--- src/rtl/fragment_hole_reassembly_core_assert.svh ---
// Assertion macros shared by the reassembly core modules
`ifndef FRAGMENT_HOLE_REASSEMBLY_CORE_ASSERT_SVH
`define FRAGMENT_HOLE_REASSEMBLY_CORE_ASSERT_SVH

// same-cycle implication, checked out of reset
`define FHR_ASSERT_IMP(lbl, ante, cons, msg) \
  lbl: assert property (@(posedge clk_i) disable iff (!rst_ni) (ante) |-> (cons)) \
    else $error(msg);

// next-cycle implication, checked out of reset
`define FHR_ASSERT_NXT(lbl, ante, cons, msg) \
  lbl: assert property (@(posedge clk_i) disable iff (!rst_ni) (ante) |=> (cons)) \
    else $error(msg);

`endif

--- src/rtl/fhr_queue.sv ---
// Short FIFO between the front and back parts
`default_nettype none
module fhr_queue #(
  parameter int unsigned WIDTH = 8,
  parameter int unsigned DEPTH = 2
) (
  input  wire logic             clk_i,
  input  wire logic             rst_ni,
  input  wire logic             push_i,
  input  wire logic [WIDTH-1:0] data_i,
  output      logic             full_o,
  output      logic             valid_o,
  output      logic [WIDTH-1:0] data_o,
  input  wire logic             pop_i
);

  localparam int unsigned AW = (DEPTH > 1) ? $clog2(DEPTH) : 1;
  localparam int unsigned CW = $clog2(DEPTH + 1);

  logic [WIDTH-1:0] buf_q [DEPTH];
  logic [AW-1:0]    wp_q, rp_q;
  logic [CW-1:0]    cnt_q;
  logic             do_push, do_pop;

  assign full_o  = cnt_q == CW'(DEPTH);
  assign valid_o = cnt_q != '0;
  assign data_o  = buf_q[rp_q];
  assign do_push = push_i && !full_o;
  assign do_pop  = pop_i && valid_o;

  always_ff @(posedge clk_i) begin
    if (do_push) begin
      buf_q[wp_q] <= data_i;
    end
  end

  always_ff @(posedge clk_i or negedge rst_ni) begin
    if (!rst_ni) begin
      wp_q  <= '0;
      rp_q  <= '0;
      cnt_q <= '0;
    end else begin
      if (do_push) begin
        wp_q <= (wp_q == AW'(DEPTH - 1)) ? '0 : wp_q + AW'(1);
      end
      if (do_pop) begin
        rp_q <= (rp_q == AW'(DEPTH - 1)) ? '0 : rp_q + AW'(1);
      end
      cnt_q <= cnt_q + CW'(do_push) - CW'(do_pop);
    end
  end

endmodule
`default_nettype wire

--- config.mk ---
export PLATFORM = sky130hd
export DESIGN_NAME = fhr_queue
export DESIGN_NICKNAME = d
export VERILOG_FILES = /design/src/rtl/fragment_hole_reassembly_core_assert.svh /design/src/rtl/fhr_queue.sv
export SDC_FILE = /design/constraint.sdc
export NUM_CORES = 1
export LEC_CHECK = 0
export ABC_AREA = 1
export BUFFER_PORTS_ARGS = -buffer_cell sky130_fd_sc_hd__clkbuf_2
export CORE_UTILIZATION = 45
export CTS_BUF_LIST = sky130_fd_sc_hd__clkbuf_16
export DETAILED_ROUTE_END_ITERATION = 7
export GPL_TIMING_DRIVEN = 1
export PLACE_DENSITY = 0.7
export SYNTH_ARGS = -nofsm -noshare
export SYNTH_HDL_FRONTEND = slang
export SYNTH_SLANG_ARGS = --single-unit
--- constraint.sdc ---
create_clock -name clk_i -period 3.35 [get_ports clk_i]
set_clock_uncertainty 0.05 [all_clocks]
set_input_delay 0.67 -clock clk_i [delete_from_list [all_inputs] [get_ports clk_i]]
set_output_delay 0.67 -clock clk_i [all_outputs]
set_load 0.1 [all_outputs]
# Yosys cells after proc, flatten, opt, wreduce, memory -nomap -nowiden
# Memory sizes are Yosys's and may differ from the RTL's.
# Cells that the tools add are included.
dict set report word_totals {
  elab_cells 17
  rom_bits 0
  reg_bits 4
  output_inout_bits 10
  mem_bits_rw 16
  latch_bits 0
  input_bits 12
  memories 1
}
# name depth width read_ports rd_clocked_by_memory_dff write_ports line
set memory_table {}
lappend memory_table {buf_q 2 8 1 0 1 fhr_queue.sv:20} ;# logic [WIDTH-1:0] buf_q [DEPTH];
dict set report op_classes {
  mux 4
  n_lt_le_gt_ge 0
  addsub 4
  bitwise 0
  n_eq_ne 1
  shifts 0
  n_reduce_logical 4
  div_mod_pow 0
  multipliers 0
}
# op count
set op_table {}
lappend op_table {{$mux 1} 4}
lappend op_table {{$add 1x1->1 const B} 2}
lappend op_table {{$add 2x1->2} 1}
lappend op_table {{$eq 2x2->1 const B} 1}
lappend op_table {{$logic_and 1x1->1} 2}
lappend op_table {{$reduce_bool 2->1} 1}
lappend op_table {{$sub 2x1->2} 1}
lappend op_table {{$logic_not 1->1} 1}

# Logic depth before layout (Yosys ltp)
dict set report logic_depth {
  ltp_word 5
  mapped_depth 10
  ltp_nobuf 10
}

# Least setup slack after synthesis
# No wires, ideal clock.
dict set report synth_timing {
  path_type {reg2out}
  from {reg rp_q}
  to {out data_o[0]}
  slack_ns 1.398
  path_buffers 1
  stages_incl_launch_ff 5
  required_time_ns 2.630
  arrival_time_ns 1.232
  path_cell_list {dfrtp_1 -> buf_6 -> clkinv_4 -> nand2_1 -> nand2_1}
}
dict set report synth_via {
  elab_chain_cells 1
}
# item line
set synth_lines {}
lappend synth_lines {{start, declared} fhr_queue.sv:21} ;# logic [AW-1:0] wp_q, rp_q;
lappend synth_lines {{start signal, assigned} fhr_queue.sv:47} ;# rp_q <= (rp_q == AW'(DEPTH - 1)) ? '0 : rp_q + AW'(1);
lappend synth_lines {{$mem_v2 2x8} n/a}
lappend synth_lines {{end, declared} fhr_queue.sv:13} ;# output logic [WIDTH-1:0] data_o,
# No other way between the ends.

# Worst setup path after layout
# Same ends and word-level chain as after synthesis.

==> reports/metrics.cfg <==
[detailed_routing]
drc = 0
drt_wl_total_mm = 1.353
vias = 551
first_pass_iters = 6
final_antenna_net_count = 0
vias_per_cell = 4.480
wl_per_cell_um = 11.00
drt_iter0_markers = 20

[clocking]
cts_buffers = 3
cts_tree = done
holdBufCountCts = 0
post_cts_buffers = 0
htreeDepth = 1
clk_pin_slew_ns = 0.05
root_buffer = clkbuf_16
cts_buffer_depth = 2
clkSinkCount = 20
worstSkewPairLatency_ns = 0.25
cts_resized = 0

[layout]
n_antenna_cell = 0
n_fill_cell = 150
final_common_cell = nand2_1
multi_input_area_um2 = 197.7
nets = 113
layout.cells.most_common_list = nand2_1 (33), clkbuf_2 (21), edfxtp_1 (16), inv_1 (7), dfrtp_1 (4)
layout-area-overhead-vs-synth_pct = 27.67
drive_above_1_share_pct = 32.65
regArea_um2 = 580.6

[critical_path]
cp_max_fo = 10
crit_required_ns = 2.63
critPathCaptureType = output pin
crit_family = flip-flops
worstPathCellList = clkinv_4 > nand2_1 > nand2_1 > clkbuf_2
cp_slowest_stage_delay_ns = 0.56
critPathArrivalTime_ns = 1.48
crit_top_cell = nand2_1
path_class = flip-flop to output pin
start_kind = flip-flop
crit_buf_inv = 2
cp_slowest_cell = dfrtp_1

[placement]
hpwl_um = 971.5
port_buffers = 21
globalplace.congestion = 0.7451

[logic_synthesis]
yosysTopAreaCellShare_pct = 57.74
synthTopCellsByArea = edfxtp_1 (58%), nand2_1 (15%), dfrtp_1 (12%)
syn_avg_cell_area_um2 = 11.24
ys_warn_count = 0
syn-cell-area_um2 = 832.0
synth-seq-cells = 20
postSynthCellCount = 74
synthDistinctLibCells = 12
mappedNetlistNets = 88
synth.largest_area_cell = edfxtp_1
yosysSeqAreaShare_pct = 69.77

[sta]
period_needed_ns = 2.199
fmax_ghz = 0.4547
rsz0062_at_grt = no
slew_headroom_pct = 52.62
fin_setup_tns_ns = 0
worst_pin_slew_ns = 0.7081
slew_viol_final = 0
hold_viol = 0
post-route-period-util_pct = 65.65
setup_viol = 0

[global_route]
grt_max_degree = 13
grt-ovfl-total = 0
grt_pass1_vias = 552
antenna_found_initial = 0
grt_usage_pct = 16.18
grt_pass1_wl_mm = 2.201

[die]
dieHeight_um = 45
fp.coreArea_um2 = 1727
start_util_pct = 48.19
rows = 15
fp.dieW_um = 45
ioPinCount = 22
dieArea_um2 = 2025

[hold_path]
hp-class = primary input to async pin

[outcome]
outcome = finished clean

[run]
cap_violations = 0

## layout make-up
| type | instances | area share, % |
|---|---|---|
| inverters | 10 | 4.005 |
| well taps | 25 | 2.945 |
| repair buffers | 21 | 9.894 |
| clock inverters | 1 | 2.827 |
| flip-flops and latches | 20 | 54.65 |
| clock buffers | 3 | 7.067 |
| multi-input cells | 43 | 18.61 |
## layer usage
layer | GRT usage, % | wire, µm
met3 | 6.000 | 53
met1 | 19.03 | 577
met5 | 0 | 0
met4 | 9.091 | 23
met2 | 25.51 | 698
## synth_stat cells, drive strengths merged
cell / instances
clkinv: 1
dfrtp: 4
nor2: 1
edfxtp: 16
inv: 9
buf: 1
ha: 2
nand3: 3
nand2: 37
## sequential cells by signal, indices dropped and copies added (netlist names)
register  cells
buf_q        16
rp_q          1
cnt_q         2
wp_q          1
## worst reg2reg max path, delay by kind of cell, from the launching register on
family	cells	cell delay [ns]
and+or+nand+nor	3	0.72
DFF	1	0.40
## final timing paths
path | to | start | cells after the start | slack (ns)
setup / recovery | data_o[0] | rp_q$_DFFE_PN0P_ | 4 | 1.15
hold / removal | cnt_q[1]$_DFF_PN0_ | rst_ni | 1 | 0.17
setup reg to reg | buf_q[1][0]$_DFFE_PP_ | cnt_q[1]$_DFF_PN0_ | 3 | 1.81
hold reg to reg | wp_q$_DFFE_PN0P_ | wp_q$_DFFE_PN0P_ | 2 | 0.43
max in group asynchronous | cnt_q[0]$_DFF_PN0_ | rst_ni | 1 | 2.96
min in group clk_i | wp_q$_DFFE_PN0P_ | wp_q$_DFFE_PN0P_ | 2 | 0.43
## logic make-up after synthesis
group	count (synthesis)	synth area share, %
adder cells (fa/ha/maj)	2	3.007
buffers and inverters	11	6.467
AND/OR/NAND/NOR	41	20.75
flip-flops	20	69.77
## stage by stage
stage	cells	cell area (µm²)	utilization [%]	hold WS, ns	setup slack [ns]
3_3_place_gp	119	957.2	55.43	0.4041	1.452
5_1_grt	123	1062	61.52	0.1652	1.056
6_report	123	1062	61.52	0.1652	1.151
3_5_place_dp	119	957.2	55.43	0.4189	1.431
4_1_cts	123	1062	61.52	0.1652	1.139
2_1_floorplan	74	832.0	-	0.3244	1.398
Power is left out: the tool's default activity adds up to more than one toggle a clock period on the data nets, which glitch-free logic cannot reach.
