==> src/rtl/fragment_hole_reassembly_core_assert.svh <==
// Assertion macros shared by the reassembly core modules
`ifndef FRAGMENT_HOLE_REASSEMBLY_CORE_ASSERT_SVH
`define FRAGMENT_HOLE_REASSEMBLY_CORE_ASSERT_SVH

// same-cycle implication, checked out of reset
`define FHR_ASSERT_IMP(lbl, ante, cons, msg) \
  lbl: assert property (@(posedge clk_i) disable iff (!rst_ni) (ante) |-> (cons)) \
    else $error(msg);

// next-cycle implication, checked out of reset
`define FHR_ASSERT_NXT(lbl, ante, cons, msg) \
  lbl: assert property (@(posedge clk_i) disable iff (!rst_ni) (ante) |=> (cons)) \
    else $error(msg);

`endif

==> src/rtl/fhr_pkg.sv <==
// Shared types and constants of the fragment reassembly core
`default_nettype none
package fhr_pkg;

  localparam int unsigned DEF_PACKET_SLOTS = 8;
  localparam int unsigned DEF_MAX_HOLES    = 8;
  localparam int unsigned DEF_BUFFER_BYTES = 2048;
  localparam int unsigned DEF_QUEUE_DEPTH  = 2;

  localparam int unsigned IN_DATA_W  = 80;
  localparam int unsigned OUT_DATA_W = 16;
  localparam logic [10:0] POS_MAX    = 11'd2047;

  typedef enum logic [1:0] {
    FUNC_FRAG    = 2'd0,
    FUNC_QUERY   = 2'd1,
    FUNC_READ    = 2'd2,
    FUNC_RELEASE = 2'd3
  } func_e;

  typedef enum logic [1:0] {
    ERR_OK       = 2'd0,
    ERR_NO_SLOT  = 2'd1,
    ERR_HOLE_OVF = 2'd2
  } err_e;

  typedef struct packed {
    func_e       func;
    logic [31:0] packet_id;
    logic [10:0] frag_offset;
    logic [11:0] frag_length;
    logic        more_follow;
    logic [7:0]  data_byte;
    logic        last_byte;
    logic [10:0] read_index;
    logic [11:0] pos;
  } item_t;

endpackage
`default_nettype wire

==> src/rtl/fhr_front.sv <==
// Input side: accepts beats, unpacks fields and tracks the byte position
`default_nettype none
module fhr_front
  import fhr_pkg::*;
(
  input  wire logic                 clk_i,
  input  wire logic                 rst_ni,
  input  wire logic                 s_valid_i,
  output      logic                 s_ready_o,
  input  wire logic [IN_DATA_W-1:0] s_data_i,
  input  wire logic [1:0]           s_user_i,
  input  wire logic                 s_last_i,
  input  wire logic                 q_full_i,
  output      logic                 q_push_o,
  output      item_t                q_item_o
);

  logic [10:0] bpos_q, bpos_d;
  logic        acc;

  assign s_ready_o = !q_full_i;
  assign acc       = s_valid_i && !q_full_i;
  assign q_push_o  = acc;

  always_comb begin
    q_item_o.func        = func_e'(s_user_i);
    q_item_o.packet_id   = s_data_i[31:0];
    q_item_o.frag_offset = s_data_i[42:32];
    q_item_o.frag_length = s_data_i[54:43];
    q_item_o.more_follow = s_data_i[55];
    q_item_o.data_byte   = s_data_i[63:56];
    q_item_o.last_byte   = s_last_i;
    q_item_o.read_index  = s_data_i[74:64];
    q_item_o.pos         = 12'(s_data_i[42:32]) + 12'(bpos_q);
  end

  // clear on a fragment's last byte, else saturate upward
  always_comb begin
    bpos_d = bpos_q;
    if (acc && func_e'(s_user_i) == FUNC_FRAG) begin
      if (s_last_i) begin
        bpos_d = '0;
      end else if (bpos_q < POS_MAX) begin
        bpos_d = bpos_q + 11'd1;
      end
    end
  end

  always_ff @(posedge clk_i or negedge rst_ni) begin
    if (!rst_ni) begin
      bpos_q <= '0;
    end else begin
      bpos_q <= bpos_d;
    end
  end

endmodule
`default_nettype wire

==> config.mk <==
export PLATFORM = sky130hd
export DESIGN_NAME = fhr_front
export DESIGN_NICKNAME = d
export VERILOG_FILES = /design/src/rtl/fragment_hole_reassembly_core_assert.svh /design/src/rtl/fhr_pkg.sv /design/src/rtl/fhr_front.sv
export SDC_FILE = /design/constraint.sdc
export NUM_CORES = 1
export LEC_CHECK = 0
export BUFFER_PORTS_ARGS = -buffer_cell sky130_fd_sc_hd__buf_2
export CAP_MARGIN = 30
export CORE_MARGIN = 2
export CORE_UTILIZATION = 39
export DETAILED_ROUTE_END_ITERATION = 12
export PLACE_DENSITY = 0.89
export SETUP_SLACK_MARGIN = 0.02
export SYNTH_ARGS = -nofsm -noshare
export SYNTH_HDL_FRONTEND = slang
export SYNTH_SLANG_ARGS = --single-unit
==> constraint.sdc <==
create_clock -name clk_i -period 3.4 [get_ports clk_i]
set_input_delay 0.17 -clock clk_i [delete_from_list [all_inputs] [get_ports clk_i]]
set_output_delay 0.17 -clock clk_i [all_outputs]
set_load 0.03 [all_outputs]
* Word level (Yosys, flattened, before mapping)
Cells that the tools add are included.
Word-level totals: bits in registers 11, latch bits 0, RAM bits 0, memory bits (read-only) 0, input bits 87, output and inout bits 92, word-level logic and storage cells 12, memories kept 0
Operators by class: add/subtract/negate cells 2, $mul 0, div/mod/pow operators 0, magnitude comparators 1, equality and inequality tests 0, shifts and indexed selects 0, mux-type cells 2, bitwise operators 0, reduce and logical (&&, ||, !) cells 6
Operators with widths (count):
- $mux 11 | 2
- $add 11x11->12 | 1
- $add 11x1->11 const B | 1
- $lt 11x11->1 const B | 1
- $logic_and 1x1->1 | 2
- $logic_not 2->1 | 1
- $reduce_and 2->1 | 1
- $reduce_bool 2->1 | 1
- $logic_not 1->1 | 1

* Logic depth before layout (Yosys ltp)
depth after elaboration 4, gate-level depth with buffers 6, mapped depth without buffers 6

* Worst setup path before layout
OpenSTA, ideal clock, no wires.
path type flip-flop to output port, from reg bpos_q[0], to out q_item_o[8] (netlist name), arrival time 1.990 ns, setup slack 1.240 ns, cell stages (with the launch flop) 7, cell sequence dfrtp_1 > ha_1 > fa_1 > a21oi_1 > o21ai_0 > a2111o_1 > nand3_1
RTL lines:
- start: declaration | line fhr_front.sv:18 | logic [10:0] bpos_q, bpos_d;
- start signal: assignment | line fhr_front.sv:53 | bpos_q <= bpos_d;
- end: declaration | line fhr_front.sv:15 | output item_t q_item_o

==> flow_metrics.env <==
export IMPL_period_share_pct=76.3
export IMPL_critPathKind="register to output port"
export IMPL_fillers=454
export IMPL_place_ws_ns=1.10
export IMPL_clock_sinks=11
export IMPL_cts_inserted_buffers=3
export IMPL_drv_slew=0
export IMPL_ys_top_cells_by_count="buf_4 (78), ha_1 (12), nand2_1 (12), nand3_1 (12), o21ai_0 (12)"
export IMPL_synth_edf_count=0
export IMPL_die_area_um2=5110
export IMPL_dieWidth_um=71.5
export IMPL_synth_area_top_cells="buf_4 (33%), dfrtp_1 (16%), ha_1 (8.5%), nand3_1 (3.4%), o21ai_0 (3.4%)"
export IMPL_syn_avg_cell_area_um2=7.93
export IMPL_hpwl_um=2790
export IMPL_synth_seq_cells=11
export IMPL_crit_slowest_cell="a2111o_1"
export IMPL_syn_area_um2=1780
export IMPL_dpl_cell_area_um2=1460
export IMPL_yosys_warnings=0
export IMPL_cp_slowest_stage_delay_ns=0.43
export IMPL_synth_top_cell_by_area="buf_4"
export IMPL_period_minus_slack_ns=2.60
export IMPL_finalHoldViolations=0
export IMPL_numPlacedInstances=240
export IMPL_fmax_mhz=385
export IMPL_clk_pin_slew_ns=0.05
export IMPL_critPathTopFamily="compound AO/OA/AOI/OAI gates"
export IMPL_power_density_nw_per_um2=429
export IMPL_p_int_uw=346
export IMPL_syn_inst=224
export IMPL_setup_violations_final=0
export IMPL_wire_per_inst_um=14.4
export IMPL_switchingPower_uw=305
export IMPL_grt_overflow_total=0
export IMPL_yosysTopAreaCellShare_pct=33.0
export IMPL_p_total_uw=651
export IMPL_drive_gt1_share_pct=25.9
export IMPL_use_met1_pct=15.7
export IMPL_slew_headroom_pct=67.2
export IMPL_ir_worst_vdd_uv=142
export IMPL_p_sw_share_pct=46.8
export IMPL_cts_max_path_buffers=2
export IMPL_crit_arrival_ns=2.43
export IMPL_diodes=0
export IMPL_ant_nets=0
export IMPL_routed_wirelength_um=3540
export IMPL_grt_pass1_wl_um=5820
export IMPL_worst_pin_slew_ns=0.488
export IMPL_post_cts_buffers=0
export IMPL_gr_usage_met3_pct=3.38
export IMPL_final_cells=245
export IMPL_gp_congestion=0.861
export IMPL_crit_fanout=5
export IMPL_max_cap_violations=0
export IMPL_finish_utilization_pct=34.6
export IMPL_status="complete, no violations"
export IMPL_nets=294
export IMPL_cts_tree="built"
export IMPL_seqPwrFrac_pct=25.5
export IMPL_p_clk_share_pct=20.8
export IMPL_skew_ns=0.000434
export IMPL_met2_usage_pct=24.3
export IMPL_leakagePower_nw=0.706
export IMPL_synth_distinct_cells=44
export IMPL_syn_to_final_growth_pct=-14.6
export IMPL_rows=24
export IMPL_initial_core_util_pct=40.5
export IMPL_async_flop_share_pct=100
export IMPL_combPwrFrac_pct=53.7
export IMPL_clk_latency_ns=0.24
export IMPL_grt_pass1_vias=1302
export IMPL_rsz0062_at_grt="no"
export IMPL_portBuffers=45
export IMPL_die_h_um=71.5
export IMPL_worstPathCellList="ha_1, fa_1, a21oi_1, o21ai_0, a2111o_1, nand3_1, buf_2"
export IMPL_synth_nets=324
export IMPL_cts_root_buf="clkbuf_8"
export IMPL_yosysMostFrequentCell="buf_4"
export IMPL_drt_pass1_iterations=4
export IMPL_hold_ws_ns=0.279
export IMPL_drc=0
export IMPL_finalSetupTns_ns=0
export IMPL_end_kind="output port"
export IMPL_worst_setup_path_start_kind="register"
export IMPL_grt_max_degree=14
export IMPL_yosys_most_used_dff="dfrtp_1"
export IMPL_avgViaCountPerCell=5.58
export IMPL_busiest_layer="met2"
export IMPL_dr_total_vias=1368
export IMPL_grt_use_total_pct=14.1
export IMPL_antenna_found_initial=0
export IMPL_drt_iter0_markers=33
export IMPL_fin_ws_ns=0.805
export IMPL_fin_area_um2=1520
export IMPL_yosysSeqAreaShare_pct=15.5
export IMPL_reg_largest_list="bpos_q: 11 flops"
export IMPL_critPathRequiredTime_ns=3.23
export IMPL_regMostFlops="bpos_q"
export IMPL_largest_register_ffs=11
export IMPL_holdCritPathClass="input port to register"
export IMPL_htreeDepth=1
export IMPL_path_buf_inv=1
export IMPL_core_area_um2=4380
export IMPL_io_pins=179
layout by cell type, fill, tap and decap left out, types with 2 or more instances in the layout:
| master | count |
|---|---|
| clkbuf_8 | 3 |
| or3_1 | 2 |
| nor3_1 | 6 |
| ha_1 | 12 |
| inv_1 | 9 |
| a211oi_1 | 2 |
| a21oi_1 | 7 |
| buf_2 | 45 |
| dfrtp_1 | 11 |
| o221ai_1 | 5 |
| and3_1 | 3 |
| o211ai_1 | 4 |
| nand3_1 | 12 |
| a31oi_1 | 2 |
| a21o_1 | 3 |
| o21ai_0 | 12 |
| o21bai_1 | 2 |
| nor4_1 | 3 |
| xnor2_1 | 6 |
| nand2_1 | 12 |
| nor2_1 | 8 |
timing repair:
item,4_1_cts,5_1_grt
resized for setup,0,0
setup endpoints to repair,0,0
hold buffers,1,0
endpoints found under the hold margin,11,0
power by group through the flow:
| stage | Clock [mW] | Sequential, mW | Combinational (mW) |
|---|---|---|---|
| after floorplan | 0 | 0.162 | 0.418 |
| after global placement | 0 | 0.166 | 0.341 |
| after detailed placement | 0 | 0.168 | 0.349 |
| after CTS | 0.137 | 0.166 | 0.350 |
| after global routing | 0.147 | 0.169 | 0.383 |
| final | 0.136 | 0.166 | 0.349 |
final timing paths:
path                                start          end  slack (ns)  cells after the start
worst max-delay path            bpos_q[0]  q_item_o[8]        0.80                      7
worst min-delay path             s_last_i    bpos_q[5]        0.28                      2
worst max register to register  bpos_q[1]    bpos_q[2]        1.39                      4
worst min register to register  bpos_q[0]    bpos_q[0]        0.58                      1
max in group asynchronous          rst_ni    bpos_q[9]        2.85                      2
min in group asynchronous          rst_ni    bpos_q[2]        0.34                      2
cell families after synthesis:
kind of cell | share of synthesized area (%)
simple gates | 17.2
buf+inv | 35.9
fa+ha+maj | 9.58
compound gates | 18.3
flops | 15.5
xor+xnor | 3.45
layer usage:
layer,wire length (um),part of all wire (%),vias to the layer above
met2,1720,49,59
met3,273,7.7,21
met4,112,3.2,0
met1,1430,40,632
li1,-,-,656
met5,0,0,-
layout make-up:
type                            instances  area (um^2)  share of cell area, %
Clock buffer                            4         45.0                   2.97
Inverter                                9         33.8                   2.23
Multi-Input combinational cell        123          862                   56.8
Sequential cell                        11          275                   18.2
Tap cell                               52         65.1                   4.29
Timing Repair Buffer                   46          235                   15.5
(Power assumes the default switching activity.)
